===== src/sv/dtdb_pkg.sv =====
// ----------------------------------------------------------------------------
// Detailed timing builder package
// Shared types and constants for the detailed timing descriptor builder.
// ----------------------------------------------------------------------------
`default_nettype none

package dtdb_pkg;

	// Configuration register indexes
	localparam logic [3:0] REG_IMAGE_WIDTH  = 4'd0;
	localparam logic [3:0] REG_IMAGE_HEIGHT = 4'd1;

	// Reset values of the image size registers (mm)
	localparam logic [11:0] IMAGE_WIDTH_RST  = 12'd520;
	localparam logic [11:0] IMAGE_HEIGHT_RST = 12'd290;

	// Descriptor constants
	localparam logic [4:0] DESC_LAST_IDX = 5'd17;
	localparam logic [3:0] V_FRONT       = 4'd3;
	localparam logic [3:0] V_SYNC        = 4'd5;
	localparam logic [7:0] DTD_FLAGS     = 8'h1E;

	// One display mode
	typedef struct packed {
		logic [15:0] h_active;
		logic [15:0] v_active;
		logic [9:0]  refresh_hz;
	} mode_in_t;

	// One descriptor byte or reject
	typedef struct packed {
		logic [7:0] desc_byte;
		logic [4:0] byte_index;
		logic       mode_ok;
		logic       last_byte;
	} desc_out_t;

	// Derived geometry of a mode
	typedef struct packed {
		logic [11:0] h;
		logic [11:0] v;
		logic [7:0]  hb;
		logic [7:0]  vb;
		logic [7:0]  hf;
		logic [7:0]  hs;
	} geom_t;

	// Finished timing handed to the serialiser
	typedef struct packed {
		logic        ok;
		logic [15:0] clk10k;
		geom_t       geom;
	} timing_t;

endpackage

`default_nettype wire


===== src/sv/dtdb_calc.sv =====
// ----------------------------------------------------------------------------
// Detailed timing calculation pipeline
// Six register stages: blanking, porches, two products, rounding and the
// reciprocal divide to 10 kHz units. Stalls from the serialiser back up.
// ----------------------------------------------------------------------------
`default_nettype none

module dtdb_calc (
	input  wire                clk,
	input  wire                arst_n,
	input  wire                in_valid,
	output logic               in_ready,
	input  dtdb_pkg::mode_in_t in_mode,
	output logic               out_valid,
	input  wire                out_ready,
	output dtdb_pkg::timing_t  out_tim
);
	import dtdb_pkg::*;

	// Reciprocal constants: x/5 for x<1024, x/25 for x<1024, x/3 for x<256,
	// x/625 for x<2^26
	localparam logic [7:0]  DIV5_MUL    = 8'd205;
	localparam logic [10:0] DIV25_MUL   = 11'd1311;
	localparam logic [7:0]  DIV3_MUL    = 8'd171;
	localparam logic [26:0] DIV625_MUL  = 27'd109951163;
	localparam logic [35:0] CLK_LO_LIM  = 36'd5000;
	localparam logic [35:0] CLK_HI_LIM  = 36'd655355000;
	localparam logic [29:0] CLK_ROUND   = 30'd5000;

	logic vld_s1, vld_s2, vld_s3, vld_s4, vld_s5, vld_s6;
	logic rdy1, rdy2, rdy3, rdy4, rdy5, rdy6;

	// Stage ready chain: a stage moves when empty or when its successor moves
	assign rdy6     = !vld_s6 || out_ready;
	assign rdy5     = !vld_s5 || rdy6;
	assign rdy4     = !vld_s4 || rdy5;
	assign rdy3     = !vld_s3 || rdy4;
	assign rdy2     = !vld_s2 || rdy3;
	assign rdy1     = !vld_s1 || rdy2;
	assign in_ready = rdy1;

	// Advance valid bits
	always_ff @(posedge clk or negedge arst_n) begin
		if (!arst_n) begin
			vld_s1 <= 1'b0;
			vld_s2 <= 1'b0;
			vld_s3 <= 1'b0;
			vld_s4 <= 1'b0;
			vld_s5 <= 1'b0;
			vld_s6 <= 1'b0;
		end else begin
			if (rdy1) vld_s1 <= in_valid;
			if (rdy2) vld_s2 <= vld_s1;
			if (rdy3) vld_s3 <= vld_s2;
			if (rdy4) vld_s4 <= vld_s3;
			if (rdy5) vld_s5 <= vld_s4;
			if (rdy6) vld_s6 <= vld_s5;
		end
	end

	// ---- stage 1: range check, horizontal / vertical blank, sync ----
	logic [11:0] h_in, v_in;
	logic [17:0] h20_prod, v20_prod;
	logic [20:0] h100_prod;
	logic [7:0]  h20, v20, h20_p7, hbr, hb_c, vb_c;
	logic [5:0]  h100, hs_m, hs_p7;
	logic [7:0]  hs_c;
	logic        bad_c;

	always_comb begin
		h_in      = in_mode.h_active[11:0];
		v_in      = in_mode.v_active[11:0];
		bad_c     = (in_mode.h_active == 16'd0) || (in_mode.v_active == 16'd0) ||
		            (in_mode.refresh_hz == 10'd0) ||
		            (in_mode.h_active > 16'd4095) || (in_mode.v_active > 16'd4095);
		// h/20 = (h/4)/5
		h20_prod  = 18'(h_in[11:2]) * 18'(DIV5_MUL);
		v20_prod  = 18'(v_in[11:2]) * 18'(DIV5_MUL);
		h20       = h20_prod[17:10];
		v20       = v20_prod[17:10];
		h20_p7    = h20 + 8'd7;
		hbr       = {h20_p7[7:3], 3'b000};
		hb_c      = (hbr > 8'd160) ? hbr : 8'd160;
		vb_c      = (v20 > 8'd30) ? v20 : 8'd30;
		// h/100 = (h/4)/25
		h100_prod = 21'(h_in[11:2]) * 21'(DIV25_MUL);
		h100      = h100_prod[20:15];
		hs_m      = (h100 > 6'd32) ? h100 : 6'd32;
		hs_p7     = hs_m + 6'd7;
		hs_c      = {2'b00, hs_p7[5:3], 3'b000};
	end

	logic        bad_s1;
	logic [11:0] h_s1, v_s1;
	logic [9:0]  r_s1;
	logic [7:0]  hb_s1, vb_s1, hs_s1;

	always_ff @(posedge clk) begin
		if (rdy1) begin
			bad_s1 <= bad_c;
			h_s1   <= h_in;
			v_s1   <= v_in;
			r_s1   <= in_mode.refresh_hz;
			hb_s1  <= hb_c;
			vb_s1  <= vb_c;
			hs_s1  <= hs_c;
		end
	end

	// ---- stage 2: front porch, blank overflow fallback, totals ----
	logic [15:0] hb3_prod;
	logic [6:0]  hb3, hf_m, hf_p7, hf_r;
	logic [8:0]  porch_sum;
	logic        porch_ovf;
	geom_t       geom_c2;
	logic [12:0] hsum_c, vsum_c;

	always_comb begin
		hb3_prod   = 16'(hb_s1) * 16'(DIV3_MUL);
		hb3        = hb3_prod[15:9];
		hf_m       = (hb3 > 7'd48) ? hb3 : 7'd48;
		hf_p7      = hf_m + 7'd7;
		hf_r       = {hf_p7[6:3], 3'b000};
		porch_sum  = 9'(hf_r) + 9'(hs_s1);
		porch_ovf  = porch_sum >= 9'(hb_s1);
		geom_c2.h  = h_s1;
		geom_c2.v  = v_s1;
		geom_c2.hb = hb_s1;
		geom_c2.vb = vb_s1;
		geom_c2.hf = porch_ovf ? 8'd48 : 8'(hf_r);
		geom_c2.hs = porch_ovf ? 8'd32 : hs_s1;
		hsum_c     = 13'(h_s1) + 13'(hb_s1);
		vsum_c     = 13'(v_s1) + 13'(vb_s1);
	end

	logic        bad_s2;
	logic [9:0]  r_s2;
	geom_t       geom_s2;
	logic [12:0] hsum_s2, vsum_s2;

	always_ff @(posedge clk) begin
		if (rdy2) begin
			bad_s2  <= bad_s1;
			r_s2    <= r_s1;
			geom_s2 <= geom_c2;
			hsum_s2 <= hsum_c;
			vsum_s2 <= vsum_c;
		end
	end

	// ---- stage 3: pixels per frame ----
	logic        bad_s3;
	logic [9:0]  r_s3;
	geom_t       geom_s3;
	logic [25:0] p1_s3;

	always_ff @(posedge clk) begin
		if (rdy3) begin
			bad_s3  <= bad_s2;
			r_s3    <= r_s2;
			geom_s3 <= geom_s2;
			p1_s3   <= 26'(hsum_s2) * 26'(vsum_s2);
		end
	end

	// ---- stage 4: pixels per second ----
	logic        bad_s4;
	geom_t       geom_s4;
	logic [35:0] p2_s4;

	always_ff @(posedge clk) begin
		if (rdy4) begin
			bad_s4  <= bad_s3;
			geom_s4 <= geom_s3;
			p2_s4   <= 36'(p1_s3) * 36'(r_s3);
		end
	end

	// ---- stage 5: clock range check and rounding ----
	// Rounded clock is 0 below 5000 Hz and above 65535 from 655355000 Hz
	logic [29:0] rnd_c;
	logic        ok_c5;

	always_comb begin
		rnd_c = p2_s4[29:0] + CLK_ROUND;
		ok_c5 = !bad_s4 && (p2_s4 >= CLK_LO_LIM) && (p2_s4 < CLK_HI_LIM);
	end

	logic        ok_s5;
	geom_t       geom_s5;
	logic [25:0] x_s5;

	always_ff @(posedge clk) begin
		if (rdy5) begin
			ok_s5   <= ok_c5;
			geom_s5 <= geom_s4;
			x_s5    <= rnd_c[29:4];
		end
	end

	// ---- stage 6: divide by 625 through the reciprocal ----
	logic [52:0] q_prod;

	assign q_prod = 53'(x_s5) * 53'(DIV625_MUL);

	logic        ok_s6;
	geom_t       geom_s6;
	logic [15:0] clk_s6;

	always_ff @(posedge clk) begin
		if (rdy6) begin
			ok_s6   <= ok_s5;
			geom_s6 <= geom_s5;
			clk_s6  <= q_prod[51:36];
		end
	end

	// Present finished timing
	assign out_valid      = vld_s6;
	assign out_tim.ok     = ok_s6;
	assign out_tim.clk10k = clk_s6;
	assign out_tim.geom   = geom_s6;

endmodule

`default_nettype wire


===== src/sv/dtdb_ser.sv =====
// ----------------------------------------------------------------------------
// Descriptor byte serialiser
// Holds one finished timing and emits its 18 descriptor bytes, or a single
// reject, one per cycle. Takes the next timing on the cycle of the last byte.
// ----------------------------------------------------------------------------
`default_nettype none

module dtdb_ser (
	input  wire                 clk,
	input  wire                 arst_n,
	input  wire                 in_valid,
	output logic                in_ready,
	input  dtdb_pkg::timing_t   in_tim,
	input  wire  [11:0]         image_w,
	input  wire  [11:0]         image_h,
	output logic                res_valid,
	output dtdb_pkg::desc_out_t res
);
	import dtdb_pkg::*;

	logic      act_q;
	logic [4:0] cnt_q;
	timing_t   tim_q;
	logic      last_c;
	logic [7:0] byte_c;

	assign last_c   = !tim_q.ok || (cnt_q == DESC_LAST_IDX);
	assign in_ready = !act_q || last_c;

	// Track the byte position of the descriptor in flight
	always_ff @(posedge clk or negedge arst_n) begin
		if (!arst_n) begin
			act_q <= 1'b0;
			cnt_q <= 5'd0;
		end else if (in_valid && in_ready) begin
			act_q <= 1'b1;
			cnt_q <= 5'd0;
		end else if (act_q) begin
			if (last_c) begin
				act_q <= 1'b0;
			end else begin
				cnt_q <= cnt_q + 5'd1;
			end
		end
	end

	// Hold the timing while its bytes go out
	always_ff @(posedge clk) begin
		if (in_valid && in_ready) begin
			tim_q <= in_tim;
		end
	end

	// Select the descriptor byte at the current position
	always_comb begin
		case (cnt_q)
			5'd0:    byte_c = tim_q.clk10k[7:0];
			5'd1:    byte_c = tim_q.clk10k[15:8];
			5'd2:    byte_c = tim_q.geom.h[7:0];
			5'd3:    byte_c = tim_q.geom.hb;
			// blank stays below 256, so its high nibble is zero
			5'd4:    byte_c = {tim_q.geom.h[11:8], 4'h0};
			5'd5:    byte_c = tim_q.geom.v[7:0];
			5'd6:    byte_c = tim_q.geom.vb;
			5'd7:    byte_c = {tim_q.geom.v[11:8], 4'h0};
			5'd8:    byte_c = tim_q.geom.hf;
			5'd9:    byte_c = tim_q.geom.hs;
			5'd10:   byte_c = {V_FRONT, V_SYNC};
			// porch and sync high bits are all zero at these sizes
			5'd11:   byte_c = 8'h00;
			5'd12:   byte_c = image_w[7:0];
			5'd13:   byte_c = image_h[7:0];
			5'd14:   byte_c = {image_w[11:8], image_h[11:8]};
			5'd17:   byte_c = DTD_FLAGS;
			default: byte_c = 8'h00;
		endcase
	end

	// Drive the result transfer
	assign res_valid      = act_q;
	assign res.desc_byte  = tim_q.ok ? byte_c : 8'h00;
	assign res.byte_index = tim_q.ok ? cnt_q : 5'd0;
	assign res.mode_ok    = tim_q.ok;
	assign res.last_byte  = last_c;

endmodule

`default_nettype wire


===== src/sv/display_detailed_timing_builder_top.sv =====
// ----------------------------------------------------------------------------
// Display detailed timing builder
// Turns a display mode into the 18-byte detailed timing descriptor.
//
//   Channel   Signals                                Transfer when
//   --------  -------------------------------------  --------------------------
//   mode in   start, busy, mode                      start && !busy
//   result    result_valid, result                   result_valid (no stall)
//   config    cfg_valid, cfg_ready, cfg_index,       cfg_valid && cfg_ready
//             cfg_data
//
// A mode enters a six-stage calculation pipeline, then the serialiser, which
// drives the result port. The byte-wide result port sets the rate: 18 bytes
// per encodable mode, a single reject per rejected mode. Up to six modes
// wait in the pipeline; busy rises when it is full behind the serialiser.
// Reset empties the pipeline and loads image size 520 x 290 mm. The result
// side cannot stall; cfg_ready is always high.
// ----------------------------------------------------------------------------
`default_nettype none

module display_detailed_timing_builder_top (
	input  wire                 clk,
	input  wire                 arst_n,
	input  wire                 start,
	output logic                busy,
	input  dtdb_pkg::mode_in_t  mode,
	output logic                result_valid,
	output dtdb_pkg::desc_out_t result,
	input  wire                 cfg_valid,
	output logic                cfg_ready,
	input  wire  [3:0]          cfg_index,
	input  wire  [15:0]         cfg_data
);
	import dtdb_pkg::*;

	logic [11:0] image_w_q, image_h_q;
	logic        calc_in_ready;
	logic        tim_valid, tim_ready;
	timing_t     tim;

	// Configuration writes
	assign cfg_ready = 1'b1;

	always_ff @(posedge clk or negedge arst_n) begin
		if (!arst_n) begin
			image_w_q <= IMAGE_WIDTH_RST;
			image_h_q <= IMAGE_HEIGHT_RST;
		end else if (cfg_valid && cfg_ready) begin
			case (cfg_index)
				REG_IMAGE_WIDTH:  image_w_q <= cfg_data[11:0];
				REG_IMAGE_HEIGHT: image_h_q <= cfg_data[11:0];
				default: ;
			endcase
		end
	end

	assign busy = !calc_in_ready;

	dtdb_calc u_calc (
		.clk       (clk),
		.arst_n    (arst_n),
		.in_valid  (start),
		.in_ready  (calc_in_ready),
		.in_mode   (mode),
		.out_valid (tim_valid),
		.out_ready (tim_ready),
		.out_tim   (tim)
	);

	dtdb_ser u_ser (
		.clk       (clk),
		.arst_n    (arst_n),
		.in_valid  (tim_valid),
		.in_ready  (tim_ready),
		.in_tim    (tim),
		.image_w   (image_w_q),
		.image_h   (image_h_q),
		.res_valid (result_valid),
		.res       (result)
	);

endmodule

`default_nettype wire

===== config.mk =====
export PLATFORM = sky130hd
export DESIGN_NAME = display_detailed_timing_builder_top
export DESIGN_NICKNAME = d
export VERILOG_FILES = /design/src/sv/dtdb_pkg.sv /design/src/sv/dtdb_calc.sv /design/src/sv/dtdb_ser.sv /design/src/sv/display_detailed_timing_builder_top.sv
export SDC_FILE = /design/constraint.sdc
export NUM_CORES = 2
export LEC_CHECK = 0
export ABC_CLOCK_PERIOD_IN_PS = 6000
export BUFFER_PORTS_ARGS = -buffer_cell sky130_fd_sc_hd__buf_2
export CAP_MARGIN = 20
export CORE_ASPECT_RATIO = 1.25
export CORE_UTILIZATION = 41
export CTS_BUF_LIST = sky130_fd_sc_hd__clkbuf_4 sky130_fd_sc_hd__clkbuf_8
export DETAILED_ROUTE_END_ITERATION = 12
export PLACE_DENSITY = 0.59
export SYNTH_ARGS = -nofsm -noshare
export SYNTH_HDL_FRONTEND = slang
export SYNTH_SLANG_ARGS = --single-unit

===== constraint.sdc =====
create_clock -name clk -period 6 [get_ports clk]
set_input_delay 0.6 -clock clk [delete_from_list [all_inputs] [get_ports clk]]
set_output_delay 0.6 -clock clk [all_outputs]
set_load 0.01 [all_outputs]

==> flow_metrics.tcl <==
set metrics [dict create \
    status "finished, violations left" \
    rows 141 \
    layout.nets 6092 \
    core_um2 119000 \
    path_max_fanout 4 \
    grt_pass1_wl_um 183000 \
    drive_above_1_share_pct 17.5 \
    setup_violations 16 \
    cts_tree "done" \
    htree_levels 3 \
    cts_buffers 81 \
    grt-ovfl-total 0 \
    die_h_um 389 \
    start_util_pct 41.4 \
    synth_edf_count 484 \
    yosysSeqAreaShare_pct 31.4 \
    synthesis.instances 4250 \
    clk_path_buf_depth 3 \
    use_met3_pct 2.14 \
    viasPerCell 4.89 \
    gr-usage-met2_pct 35.3 \
    cts_root_buf "clkbuf_8" \
    gp_congestion 0.948 \
    syn_area_per_cell_um2 11.6 \
    tns_ps -5000 \
    synth-seq-cells 520 \
    drc 0 \
    num_vias 31100 \
    ff_latch_area_um2 15400 \
    finalWorstSetupSlack_ps -476 \
    portBuffers 78 \
    final_cells 6363 \
    dp.cells 6150 \
    die-area_um2 121000 \
    drt_iter0_markers 1515 \
    die_w_um 312 \
    drv_slew 0 \
    post_drt_wl_per_cell_um 18.0 \
    drv_cap 0 \
    synth_top_flop_cell "edfxtp_1" \
    grt_pass1_vias 33400 \
    io_pins 84 \
    cts.sinks 520 \
    drt_first_pass_iters 8 \
    rsz0062_at_grt "yes" \
    yosys-top-cells-area "edfxtp_1 (30%), fa_1 (28%), ha_1 (16%)" \
    yosysTopAreaCell "edfxtp_1" \
    ys_types 81 \
    synth_common_cells "inv_1 (895), fa_1 (676), ha_1 (623)" \
    worst_setup_path_end_kind "flop" \
    skew_ps 58.5 \
    grt_antenna_before_repair 4 \
    clk_pin_slew_worst_paths_ps 60 \
    worstSkewPairLatency_ps 750 \
    synth_top_area_share_pct 29.6 \
    top_usage_layer "met2" \
    fin_crit_sh_pct 108 \
    synth_area_um2 49100 \
    hp-class "in -> reg" \
    syn2layout_area_growth_pct 16.0 \
    post-synth-top-count-cell "inv_1" \
    dp_hpwl_um 95700 \
    min_period_ps 6480 \
    grt_usage_pct 19.5 \
    nFillCells 10800 \
    yosys_warnings 0 \
    critPathArrivalTime_ps 6940 \
    required_ps 6460 \
    startpoint_type "flop" \
    finalHoldWorstSlack_ps 98.7 \
    violations "setup timing" \
    multi_input_area_um2 30900 \
    synthArstFlopShare_pct 6.92 \
    crit_type "reg -> reg" \
    final_hold_viol_count 0 \
    grt_max_degree 63 \
    ant_nets 0 \
    fmax_mhz 154 \
    slew_headroom_pct 41.4 \
    tightest_slew_ps 879 \
    wl_um 114000 \
    use_met1_pct 24.2 \
]
## worst paths after layout
kind / slack [ps] / to / cells after the start / startpoint
worst max-delay path: -480 / u_calc.clk_s6[7] / 25 / u_calc.x_s5[7]
worst min-delay path: 100 / u_calc.r_s1[6] / 1 / mode[6]
worst max register to register: -480 / u_calc.clk_s6[7] / 25 / u_calc.x_s5[7]
worst min register to register: 390 / u_calc.geom_s3[18] / 0 / u_calc.geom_s2[18]
max in group asynchronous: 4890 / image_h_q[10] / 2 / arst_n
min in group asynchronous: 550 / u_calc.vld_s1 / 2 / arst_n
## routing by layer
metal	part of all wire [%]	wire, um
met1	42	47700
met2	52	59600
met3	3.0	3450
met4	3.2	3660
met5	0.011	13
## sequential cells by signal, indices dropped and copies added, names as in the netlist, 12 cells and up
name,cells
u_calc.h_s1,12
image_h_q,12
u_calc.hsum_s2,13
u_ser.tim_q,60
u_calc.geom_s5,44
u_calc.x_s5,26
u_calc.vsum_s2,13
u_calc.clk_s6,16
u_calc.geom_s3,44
u_calc.geom_s2,41
u_calc.p2_s4,36
u_calc.out_tim,44
u_calc.geom_s4,44
image_w_q,12
u_calc.v_s1,12
u_calc.p1_s3,26
## area by class of cell
| type | instances | area share [%] |
|---|---|---|
| clock buffers | 113 | 2.41 |
| flip-flops and latches | 520 | 27.1 |
| repair buffers | 483 | 6.37 |
| clock inverters | 32 | 0.589 |
| well taps | 1573 | 3.45 |
| diodes | 1 | 0.00439 |
| inverters | 896 | 5.90 |
| multi-input cells | 2745 | 54.2 |
## stage by stage
step | cell area (um2) | util, % | setup WS, ps
after floorplan | 49200 | - | -39.0
after global placement | 53800 | 45.4 | -645
after detailed placement | 53800 | 45.4 | -673
after CTS | 56100 | 47.3 | -483
after global routing | 57000 | 48.1 | -634
final | 57000 | 48.1 | -476
## cell usage in the layout, fill, tap and decap left out, types with 15 or more instances in the layout
cell type and count:
clkbuf_4 29, nand4_1 20, o21bai_1 17, and2_1 193, o21ai_0 59, buf_4 368, and3_1 21, nand2_1 344
buf_2 78, a21o_1 46, fa_1 655, fa_2 21, nand2b_1 30, a21oi_2 19, xnor2_1 101, o21a_1 15
nor3_1 31, mux2_2 25, a21oi_1 86, nor2_1 78, clkbuf_8 84, buf_6 28, ha_1 583, a31oi_1 16
nand3_1 40, nor2b_1 21, edfxtp_1 484, ha_4 30, xor2_1 42, inv_1 865, inv_2 30, dfrtp_1 31
## kinds of logic after synthesis
group / Yosys count / synth area share [%]
buffers and inverters: 986 / 7.56
multiplexers: 38 / 0.838
flip-flops: 520 / 31.4
AND/OR/NAND/NOR: 853 / 8.56
other: 1 / 0.00764
adder cells (fa/ha/maj): 1299 / 43.4
XOR/XNOR: 147 / 2.62
AO/OA/AOI/OAI: 406 / 5.55
## critical path: stages, from the launching register on
cell,delay (ps)
edfxtp_1,480
buf_6,170
fa_1,520
inv_2,50
fa_1,500
inv_2,50
ha_2,170
or2_4,220
fa_2,420
fa_1,510
inv_2,40
fa_1,490
inv_2,40
fa_1,480
ha_4,300
nand4_1,220
nor4b_4,400
a2111oi_2,60
o21a_1,140
a21oi_2,150
buf_6,160
o2111ai_4,150
a21boi_2,190
buf_4,160
nor2_4,40
xnor2_2,130
## repair_timing
item | CTS | global route
buffers inserted | 22 | 46
endpoints found under the hold margin | 32 | 0
gates resized for setup | 73 | 123
hold buffers | 2 | 0
pin swaps | 70 | 115
endpoints found under the setup margin | 19 | 37
Power is left out: the tool's default activity adds up to more than one toggle a clock period on the data nets, which glitch-free logic cannot reach.
